### config.mk
export PLATFORM = sky130hd
export DESIGN_NAME = belief_packet_header_parser
export DESIGN_NICKNAME = d
export VERILOG_FILES = /design/src/rtl/bhp_pkg.sv /design/src/rtl/bhp_parser.sv /design/src/rtl/bhp_outbuf.sv /design/src/rtl/belief_packet_header_parser.sv
export SDC_FILE = /design/constraint.sdc
export NUM_CORES = 1
export LEC_CHECK = 0
export BUFFER_PORTS_ARGS = -buffer_cell sky130_fd_sc_hd__buf_2
export CAP_MARGIN = 10
export CORE_UTILIZATION = 40
export DETAILED_ROUTE_END_ITERATION = 8
export SETUP_SLACK_MARGIN = 0.05
export SLEW_MARGIN = 20
export SYNTH_ARGS = -nofsm -noshare
export SYNTH_HDL_FRONTEND = slang
export SYNTH_SLANG_ARGS = --single-unit
### constraint.sdc
create_clock -name clock -period 30 [get_ports clock]
set_input_delay 4.5 -clock clock [delete_from_list [all_inputs] [get_ports clock]]
set_output_delay 4.5 -clock clock [all_outputs]
set_load 0.01 [all_outputs]
### src/rtl/bhp_pkg.sv
// ----------------------------------------------------------------------------
// bhp_pkg
// Phase, role and status codes and the result type of the belief packet
// header parser.
// ----------------------------------------------------------------------------
package bhp_pkg;

   localparam int PHASE_W = 4;
   localparam int ROLE_W  = 4;
   localparam int STAT_W  = 2;
   localparam int LEN_W   = 16;
   localparam int TIME_W  = 64;
   localparam int BYTE_W  = 8;

   localparam logic [PHASE_W-1:0] PH_FLAGS    = 4'd0;
   localparam logic [PHASE_W-1:0] PH_SKIP1    = 4'd1;
   localparam logic [PHASE_W-1:0] PH_OPTLEN   = 4'd2;
   localparam logic [PHASE_W-1:0] PH_OPTBODY  = 4'd3;
   localparam logic [PHASE_W-1:0] PH_SKIP8    = 4'd4;
   localparam logic [PHASE_W-1:0] PH_NAMELEN  = 4'd5;
   localparam logic [PHASE_W-1:0] PH_NAME     = 4'd6;
   localparam logic [PHASE_W-1:0] PH_TS       = 4'd7;
   localparam logic [PHASE_W-1:0] PH_TX       = 4'd8;
   localparam logic [PHASE_W-1:0] PH_AGENTLEN = 4'd9;
   localparam logic [PHASE_W-1:0] PH_AGENT    = 4'd10;
   localparam logic [PHASE_W-1:0] PH_PAYLOAD  = 4'd11;
   localparam logic [PHASE_W-1:0] PH_IGNORE   = 4'd12;

   localparam logic [ROLE_W-1:0] ROLE_FLAGS     = 4'd0;
   localparam logic [ROLE_W-1:0] ROLE_SKIPPED   = 4'd1;
   localparam logic [ROLE_W-1:0] ROLE_OPTION    = 4'd2;
   localparam logic [ROLE_W-1:0] ROLE_NAME_LEN  = 4'd3;
   localparam logic [ROLE_W-1:0] ROLE_NAME      = 4'd4;
   localparam logic [ROLE_W-1:0] ROLE_TIMESTAMP = 4'd5;
   localparam logic [ROLE_W-1:0] ROLE_TRANSMIT  = 4'd6;
   localparam logic [ROLE_W-1:0] ROLE_AGENT_LEN = 4'd7;
   localparam logic [ROLE_W-1:0] ROLE_AGENT     = 4'd8;
   localparam logic [ROLE_W-1:0] ROLE_PAYLOAD   = 4'd9;

   localparam logic [STAT_W-1:0] ST_OK         = 2'd0;
   localparam logic [STAT_W-1:0] ST_COMPRESSED = 2'd1;
   localparam logic [STAT_W-1:0] ST_DROPPED    = 2'd2;
   localparam logic [STAT_W-1:0] ST_TRUNCATED  = 2'd3;

   localparam logic [BYTE_W-1:0] COMP_MASK  = 8'h1C;
   localparam logic [BYTE_W-1:0] COMP_VALUE = 8'h04;
   localparam logic [BYTE_W-1:0] OPT_LEN_MASK = 8'h7F;
   localparam int SKIP_COUNT = 8;
   localparam int TIME_BYTES = 8;
   localparam int LEN_BYTES  = 2;

   localparam logic [LEN_W-1:0] AGENT_LIMIT_RESET = 16'd256;

   typedef struct packed {
      logic [BYTE_W-1:0] out_byte;
      logic [ROLE_W-1:0] role;
      logic [LEN_W-1:0]  name_length;
      logic [TIME_W-1:0] origin_time_ms;
      logic [TIME_W-1:0] transmit_time_ms;
      logic [STAT_W-1:0] status;
      logic              last;
   } result_type;

endpackage

### src/rtl/bhp_parser.sv
// ----------------------------------------------------------------------------
// bhp_parser
// Per-byte header walker: holds the packet state and forms the tagged result
// for the byte being accepted.
// ----------------------------------------------------------------------------
module bhp_parser import bhp_pkg::*; (
   input  logic              clock,
   input  logic              reset,
   input  logic              accept,
   input  logic [BYTE_W-1:0] data_byte,
   input  logic              end_of_packet,
   input  logic [LEN_W-1:0]  agent_limit,
   output result_type        result
);

   logic [PHASE_W-1:0] phase_ff, phase_in, phase_nx;
   logic [LEN_W-1:0]   left_ff, left_in, left_nx, left_dec;
   logic               more_ff, more_in, more_nx;
   logic [LEN_W-1:0]   name_len_ff, name_len_in, name_len_nx;
   logic [TIME_W-1:0]  ts_ff, ts_in, ts_nx;
   logic [TIME_W-1:0]  tx_ff, tx_in, tx_nx;
   logic [STAT_W-1:0]  pstate_ff, pstate_in, pstate_nx;
   logic [LEN_W-1:0]   agent_len_ff, agent_len_in, agent_len_nx;
   logic [ROLE_W-1:0]  role;
   logic [STAT_W-1:0]  status;

   assign left_dec = left_ff - LEN_W'(1);

   always_comb begin
      phase_nx     = phase_ff;
      left_nx      = left_ff;
      more_nx      = more_ff;
      name_len_nx  = name_len_ff;
      ts_nx        = ts_ff;
      tx_nx        = tx_ff;
      pstate_nx    = pstate_ff;
      agent_len_nx = agent_len_ff;
      role         = ROLE_SKIPPED;
      case (phase_ff)
         PH_FLAGS: begin
            role = ROLE_FLAGS;
            if ((data_byte & COMP_MASK) == COMP_VALUE) begin
               pstate_nx = ST_COMPRESSED;
               phase_nx  = PH_IGNORE;
            end else begin
               more_nx  = data_byte[7];
               phase_nx = PH_SKIP1;
            end
         end
         PH_SKIP1: begin
            role = ROLE_SKIPPED;
            if (more_ff) begin
               phase_nx = PH_OPTLEN;
            end else begin
               phase_nx = PH_SKIP8;
               left_nx  = LEN_W'(SKIP_COUNT);
            end
         end
         PH_OPTLEN: begin
            role     = ROLE_OPTION;
            more_nx  = data_byte[7];
            left_nx  = LEN_W'(data_byte & OPT_LEN_MASK) + LEN_W'(1);
            phase_nx = PH_OPTBODY;
         end
         PH_OPTBODY: begin
            role    = ROLE_OPTION;
            left_nx = left_dec;
            if (left_dec == '0) begin
               if (more_ff) begin
                  phase_nx = PH_OPTLEN;
               end else begin
                  phase_nx = PH_SKIP8;
                  left_nx  = LEN_W'(SKIP_COUNT);
               end
            end
         end
         PH_SKIP8: begin
            role    = ROLE_SKIPPED;
            left_nx = left_dec;
            if (left_dec == '0) begin
               phase_nx    = PH_NAMELEN;
               left_nx     = LEN_W'(LEN_BYTES);
               name_len_nx = '0;
            end
         end
         PH_NAMELEN: begin
            role        = ROLE_NAME_LEN;
            name_len_nx = {name_len_ff[LEN_W-BYTE_W-1:0], data_byte};
            left_nx     = left_dec;
            if (left_dec == '0) begin
               if (name_len_nx == '0) begin
                  phase_nx = PH_TS;
                  left_nx  = LEN_W'(TIME_BYTES);
               end else begin
                  phase_nx = PH_NAME;
                  left_nx  = name_len_nx;
               end
            end
         end
         PH_NAME: begin
            role    = ROLE_NAME;
            left_nx = left_dec;
            if (left_dec == '0) begin
               phase_nx = PH_TS;
               left_nx  = LEN_W'(TIME_BYTES);
            end
         end
         PH_TS: begin
            role    = ROLE_TIMESTAMP;
            ts_nx   = {ts_ff[TIME_W-BYTE_W-1:0], data_byte};
            left_nx = left_dec;
            if (left_dec == '0) begin
               phase_nx = PH_TX;
               left_nx  = LEN_W'(TIME_BYTES);
            end
         end
         PH_TX: begin
            role    = ROLE_TRANSMIT;
            tx_nx   = {tx_ff[TIME_W-BYTE_W-1:0], data_byte};
            left_nx = left_dec;
            if (left_dec == '0) begin
               phase_nx     = PH_AGENTLEN;
               left_nx      = LEN_W'(LEN_BYTES);
               agent_len_nx = '0;
            end
         end
         PH_AGENTLEN: begin
            role         = ROLE_AGENT_LEN;
            agent_len_nx = {agent_len_ff[LEN_W-BYTE_W-1:0], data_byte};
            left_nx      = left_dec;
            if (left_dec == '0) begin
               if (agent_len_nx > agent_limit) begin
                  pstate_nx = ST_DROPPED;
                  phase_nx  = PH_IGNORE;
               end else if (agent_len_nx == '0) begin
                  phase_nx = PH_PAYLOAD;
               end else begin
                  phase_nx = PH_AGENT;
                  left_nx  = agent_len_nx;
               end
            end
         end
         PH_AGENT: begin
            role    = ROLE_AGENT;
            left_nx = left_dec;
            if (left_dec == '0) begin
               phase_nx = PH_PAYLOAD;
            end
         end
         PH_PAYLOAD: begin
            role = ROLE_PAYLOAD;
         end
         default: begin
            role     = ROLE_SKIPPED;
            phase_nx = PH_IGNORE;
         end
      endcase
   end

   always_comb begin
      status = pstate_nx;
      if (end_of_packet && pstate_nx == ST_OK && phase_nx != PH_PAYLOAD) begin
         status = ST_TRUNCATED;
      end
   end

   always_comb begin
      result.out_byte         = data_byte;
      result.role             = role;
      result.name_length      = (phase_nx == PH_NAMELEN) ? '0 : name_len_nx;
      result.origin_time_ms   = ts_nx;
      result.transmit_time_ms = tx_nx;
      result.status           = status;
      result.last             = end_of_packet;
   end

   always_comb begin
      phase_in     = phase_ff;
      left_in      = left_ff;
      more_in      = more_ff;
      name_len_in  = name_len_ff;
      ts_in        = ts_ff;
      tx_in        = tx_ff;
      pstate_in    = pstate_ff;
      agent_len_in = agent_len_ff;
      if (accept) begin
         if (end_of_packet) begin
            phase_in     = PH_FLAGS;
            left_in      = '0;
            more_in      = 1'b0;
            name_len_in  = '0;
            ts_in        = '0;
            tx_in        = '0;
            pstate_in    = ST_OK;
            agent_len_in = '0;
         end else begin
            phase_in     = phase_nx;
            left_in      = left_nx;
            more_in      = more_nx;
            name_len_in  = name_len_nx;
            ts_in        = ts_nx;
            tx_in        = tx_nx;
            pstate_in    = pstate_nx;
            agent_len_in = agent_len_nx;
         end
      end
   end

   always_ff @(posedge clock) begin
      if (reset) begin
         phase_ff     <= PH_FLAGS;
         left_ff      <= '0;
         more_ff      <= 1'b0;
         name_len_ff  <= '0;
         ts_ff        <= '0;
         tx_ff        <= '0;
         pstate_ff    <= ST_OK;
         agent_len_ff <= '0;
      end else begin
         phase_ff     <= phase_in;
         left_ff      <= left_in;
         more_ff      <= more_in;
         name_len_ff  <= name_len_in;
         ts_ff        <= ts_in;
         tx_ff        <= tx_in;
         pstate_ff    <= pstate_in;
         agent_len_ff <= agent_len_in;
      end
   end

endmodule

### src/rtl/bhp_outbuf.sv
// ----------------------------------------------------------------------------
// bhp_outbuf
// Two-entry result buffer: output register plus skid register, so the
// upstream stall is a register output.
// ----------------------------------------------------------------------------
module bhp_outbuf import bhp_pkg::*; (
   input  logic       clock,
   input  logic       reset,
   input  logic       push,
   input  result_type push_data,
   output logic       full,
   output logic       out_valid,
   input  logic       out_stall,
   output result_type out_data
);

   logic       main_valid_ff, main_valid_in;
   logic       skid_valid_ff, skid_valid_in;
   result_type main_ff, main_in;
   result_type skid_ff, skid_in;
   logic       main_free;

   assign main_free = !main_valid_ff || !out_stall;

   always_comb begin
      main_valid_in = main_valid_ff;
      skid_valid_in = skid_valid_ff;
      main_in       = main_ff;
      skid_in       = skid_ff;
      if (main_free) begin
         if (skid_valid_ff) begin
            main_in       = skid_ff;
            main_valid_in = 1'b1;
            skid_valid_in = 1'b0;
         end else begin
            main_in       = push_data;
            main_valid_in = push;
         end
      end else if (push) begin
         skid_in       = push_data;
         skid_valid_in = 1'b1;
      end
   end

   always_ff @(posedge clock) begin
      if (reset) begin
         main_valid_ff <= 1'b0;
         skid_valid_ff <= 1'b0;
      end else begin
         main_valid_ff <= main_valid_in;
         skid_valid_ff <= skid_valid_in;
      end
      main_ff <= main_in;
      skid_ff <= skid_in;
   end

   assign full      = skid_valid_ff;
   assign out_valid = main_valid_ff;
   assign out_data  = main_ff;

endmodule

### src/rtl/belief_packet_header_parser.sv
// ----------------------------------------------------------------------------
// belief_packet_header_parser
// Byte-wise belief packet header parser with role tagging and field capture.
// ----------------------------------------------------------------------------
// One packet byte is taken per cycle unless req_stall is high, and one result
// comes out per byte. The per-byte phase logic sits between the packet state
// registers and a two-entry output buffer, so the sustained rate is one item
// per clock while rsp_stall is low; req_stall rises only when both entries are
// held by a stalled result side. The user must write the agent name limit via
// the always-ready csr_ port only while the parser is idle; not enforced here.
// ----------------------------------------------------------------------------
module belief_packet_header_parser import bhp_pkg::*; (
   input  logic                     clock,
   input  logic                     reset,
   input  logic                     req_valid,
   output logic                     req_stall,
   input  logic [BYTE_W-1:0]        req_data_byte,
   input  logic                     req_end_of_packet,
   output logic                     rsp_valid,
   input  logic                     rsp_stall,
   output logic [BYTE_W-1:0]        rsp_out_byte,
   output logic [ROLE_W-1:0]        rsp_role,
   output logic [LEN_W-1:0]         rsp_name_length,
   output logic signed [TIME_W-1:0] rsp_origin_time_ms,
   output logic signed [TIME_W-1:0] rsp_transmit_time_ms,
   output logic [STAT_W-1:0]        rsp_status,
   output logic                     rsp_last,
   input  logic                     csr_valid,
   output logic                     csr_ready,
   input  logic [LEN_W-1:0]         csr_data
);

   logic [LEN_W-1:0] limit_ff, limit_in;
   logic             accept;
   logic             full;
   result_type       step_result;
   result_type       rsp_data;

   assign csr_ready = 1'b1;
   assign limit_in  = (csr_valid && csr_ready) ? csr_data : limit_ff;

   always_ff @(posedge clock) begin
      if (reset) begin
         limit_ff <= AGENT_LIMIT_RESET;
      end else begin
         limit_ff <= limit_in;
      end
   end

   assign req_stall = full;
   assign accept    = req_valid && !full;

   bhp_parser u_parser (
      .clock         (clock),
      .reset         (reset),
      .accept        (accept),
      .data_byte     (req_data_byte),
      .end_of_packet (req_end_of_packet),
      .agent_limit   (limit_ff),
      .result        (step_result)
   );

   bhp_outbuf u_outbuf (
      .clock     (clock),
      .reset     (reset),
      .push      (accept),
      .push_data (step_result),
      .full      (full),
      .out_valid (rsp_valid),
      .out_stall (rsp_stall),
      .out_data  (rsp_data)
   );

   assign rsp_out_byte         = rsp_data.out_byte;
   assign rsp_role             = rsp_data.role;
   assign rsp_name_length      = rsp_data.name_length;
   assign rsp_origin_time_ms   = rsp_data.origin_time_ms;
   assign rsp_transmit_time_ms = rsp_data.transmit_time_ms;
   assign rsp_status           = rsp_data.status;
   assign rsp_last             = rsp_data.last;

endmodule

==> qor.yml <==
logic_synthesis:
  synth_edf_count: 318
  synth_cell_types: 76
  ys_seq_area_frac: 0.617
  ys_ff_latch: 511
  netlist_instances: 1686
  async_reset_ff_frac: 0
  synth_ff_type: "edfxtp_1"
  yosysWarnings: 0
  syn-num-nets: 1736
  synth_area_um2: 21700
  syn_avg_cell_area_um2: 12.9
timing:
  post-route-period-util: 0.247
  fin_crit_ns: 7.40
  tightest_slew_ns: 1.06
  max_freq_mhz: 135
  rsz0062_at_grt: "false"
  setup_tns_ns: 0
  max_slew_margin: 0.291
  finalHoldViolations: 0
  drv_slew: 0
  fin_skew_ns: 0.0279
  finalSetupViolCount: 0
  fin_hold_ws_ns: 0.479
clocking:
  ctsHtreeMaxLevel: 2
  cts_buffer_depth: 3
  path_clk_slew_ns: 0.06
  cts.sinks: 511
  cts_setup_buffers: 0
  cts_resized: 0
  postCtsHoldBufs: 0
  cts-root-buf: "clkbuf_16"
  cts_made_buffers: 54
  clk_latency_ns: 0.62
  cts_tree: "yes"
layout:
  seqCellArea_um2: 13400
  area.growth.synth_to_final_pct: 15.9
  drive_above_1_share: 0.321
  fin_nets: 1874
  multiInputGateArea_um2: 7770
  fill_cells: 4765
routing:
  antenna_left: 0
  routed_wl_um: 56300
  vias: 14300
  detail_route.wl_per_cell_um: 21.9
  drt_iter0_drc: 1116
  drc: 0
  vias_per_cell: 5.56
  first_pass_iters: 6
worst_setup_path:
  path_max_fanout: 18
  crit_type: "primary input to flip-flop"
  crit_buf_inv: 2
  reg2reg_depth: 12
  cpLargestDelayFamily: "simple AND/OR/NAND/NOR gates"
  worstReg2RegStart: "u_parser.agent_len_ff[6]"
  r2r_setup_slack_ns: 25.93
  crit_path_end_kind: "flip-flop"
  startpoint_type: "primary input"
  crit_cells: 12
  cp-endpoint: "u_outbuf.out_data[132]"
  arrival_ns: 7.73
  required_ns: 30.33
  max_stage_delay_ns: 0.66
  path_cells: "buf_2, ha_1, a41o_1, a21oi_1, or4_1, a31oi_1, nand3_1, o21ai_0, o221ai_1, nor3_4, buf_8, o31ai_1"
  slowest_stage: "nor3_4"
  cp-startpoint: "req_data_byte[6]"
  r2r-end: "u_outbuf.out_data[132]"
floorplan:
  io_pins: 192
  core.rowCount: 85
  die_x_um: 235
  initial_core_util: 0.405
  die_h_um: 235
  coreArea_um2: 53700
  dieArea_um2: 55300
power_and_ir_drop:
  swShare: 0.224
  powerDensity_nw_per_um2: 62.1
  p_sw_w: 0.000350
  irDropWorstVdd_uv: 47.6
  p_leak_nw: 9.82
  power_frac_clock: 0.459
  p_seq_frac: 0.493
  internal_power_w: 0.00121
  combPwrFrac: 0.048
grt:
  grt_max_degree: 91
  antenna_found_initial: 2
  grt_pass1_wl_um: 86300
  grt_overflow_total: 0
  track_usage: 0.201
  grt_pass1_vias: 13900
placement:
  dp_hpwl_um: 35300
  io_buffers: 190
  place_congestion: 0.924
hold_path:
  hp-class: "flip-flop to flip-flop"
job:
  maxCapViolCount: 0
outcome:
  status: "completed"
-- layout make-up --
type                            count  area share
Inverter                           28     0.00417
Antenna cell                        2    0.000199
Multi-Input combinational cell   1023       0.308
Clock inverter                     41      0.0207
Timing Repair Buffer              206      0.0432
Clock buffer                       61      0.0563
Tap cell                          696      0.0346
Sequential cell                   511       0.533
-- layer usage --
layer  track usage  vias up  share of wire
met5             0        -              0
met4        0.0556        0          0.021
met3        0.0301       76          0.043
met2         0.322      376           0.48
met1         0.282     7222           0.46
li1              -     6610              -
-- power groups by stage --
stage / sequential, W / combinational (W) / clock [W]
after CTS: 0.000772 / 0.0000754 / 0.000735
after global routing: 0.000773 / 0.0000805 / 0.000763
after global placement: 0.000787 / 0.0000749 / 0
after floorplan: 0.000793 / 0.0000380 / 0
final: 0.000771 / 0.0000746 / 0.000719
after detailed placement: 0.000787 / 0.0000751 / 0
-- cells by family (layout without fill, tap and decap cells) --
| family | Yosys count | after routing | synth area share |
|---|---|---|---|
| DFF | 511 | 511 | 0.617 |
| and+or+nand+nor | 391 | 391 | 0.0860 |
| AOI/OAI and AO/OA | 321 | 321 | 0.108 |
| muxes | 280 | 280 | 0.144 |
| buffers and inverters | 152 | 336 | 0.0281 |
| adders and majority gates | 20 | 20 | 0.0115 |
| xor gates and xnor gates | 10 | 10 | 0.00438 |
| other | 1 | 3 | 0.000173 |
-- cells in the final DEF, fill, tap and decap left out, types with 10 or more instances in the layout --
| cell | synthesis | routed |
|---|---|---|
| ha_1 | 20 | 20 |
| o31ai_1 | 21 | 21 |
| inv_1 | 28 | 28 |
| a31oi_1 | 10 | 10 |
| nor3_1 | 23 | 21 |
| clkbuf_16 | 0 | 54 |
| a21oi_1 | 32 | 32 |
| dfxtp_1 | 193 | 192 |
| a22oi_1 | 149 | 149 |
| a22o_1 | 23 | 23 |
| nor2_1 | 204 | 202 |
| nand3_1 | 20 | 20 |
| nand2_1 | 74 | 72 |
| buf_4 | 5 | 14 |
| clkinv_2 | 0 | 15 |
| mux2_2 | 264 | 264 |
| o21ai_0 | 32 | 32 |
| buf_2 | 5 | 189 |
| bufinv_16 | 0 | 10 |
| edfxtp_1 | 318 | 318 |
| mux2i_1 | 16 | 16 |
-- worst min path at each step --
stage / start / to / cells past startpoint
2_1_floorplan: u_parser.pstate_ff[1] / u_parser.pstate_ff[1] / 2
3_3_place_gp: u_parser.pstate_ff[1] / u_parser.pstate_ff[1] / 2
3_5_place_dp: u_parser.name_len_ff[15] / u_parser.name_len_ff[15] / 1
4_1_cts: u_parser.name_len_ff[12] / u_parser.name_len_ff[12] / 1
5_1_grt: u_parser.name_len_ff[15] / u_parser.name_len_ff[15] / 1
6_report: u_parser.name_len_ff[12] / u_parser.name_len_ff[12] / 1
-- sequential cells by signal, summed over array words and instances (netlist names) --
signal / flops
u_outbuf.out_data: 159
u_outbuf.skid_ff: 159
u_parser.ts_ff: 64
u_parser.tx_ff: 64
limit_ff: 16
u_parser.left_ff: 16
u_parser.name_len_ff: 16
u_parser.agent_len_ff: 8
u_parser.phase_ff: 4
u_parser.pstate_ff: 2
u_outbuf.full: 1
u_outbuf.out_valid: 1
u_parser.more_ff: 1
-- synthesized netlist by cell type, drive strengths merged, types with 6 or more instances --
library cell,instances,share of area
nor2b,6,0.0017
a22o,23,0.0093
nand2,77,0.014
a22oi,149,0.051
nand3,20,0.0046
a31oi,10,0.0029
mux2i,16,0.0074
nor4,10,0.0050
a221oi,11,0.0056
nor2,206,0.036
o31ai,22,0.0082
o21ai,34,0.0078
ha,20,0.012
mux2,264,0.14
edfxtp,318,0.44
nor3,28,0.0085
dfxtp,193,0.18
clkbuf,97,0.017
and3,7,0.0020
buf,27,0.0065
inv,28,0.0048
a21oi,32,0.0074
a211oi,7,0.0024
xor2,6,0.0024
-- metrics by stage --
| step | setup WS (ns) | util | cells | cell area (um2) | total power [W] |
|---|---|---|---|---|---|
| after floorplan | 12.82 | - | 1686 | 21700 | 0.000831 |
| after global placement | 21.79 | 0.432 | 2463 | 23200 | 0.000862 |
| after detailed placement | 21.99 | 0.433 | 2464 | 23200 | 0.000862 |
| after CTS | 22.63 | 0.469 | 2566 | 25200 | 0.00158 |
| after global routing | 22.32 | 0.469 | 2568 | 25200 | 0.00162 |
| final | 22.60 | 0.469 | 2568 | 25200 | 0.00157 |
(Power assumes the default switching activity.)
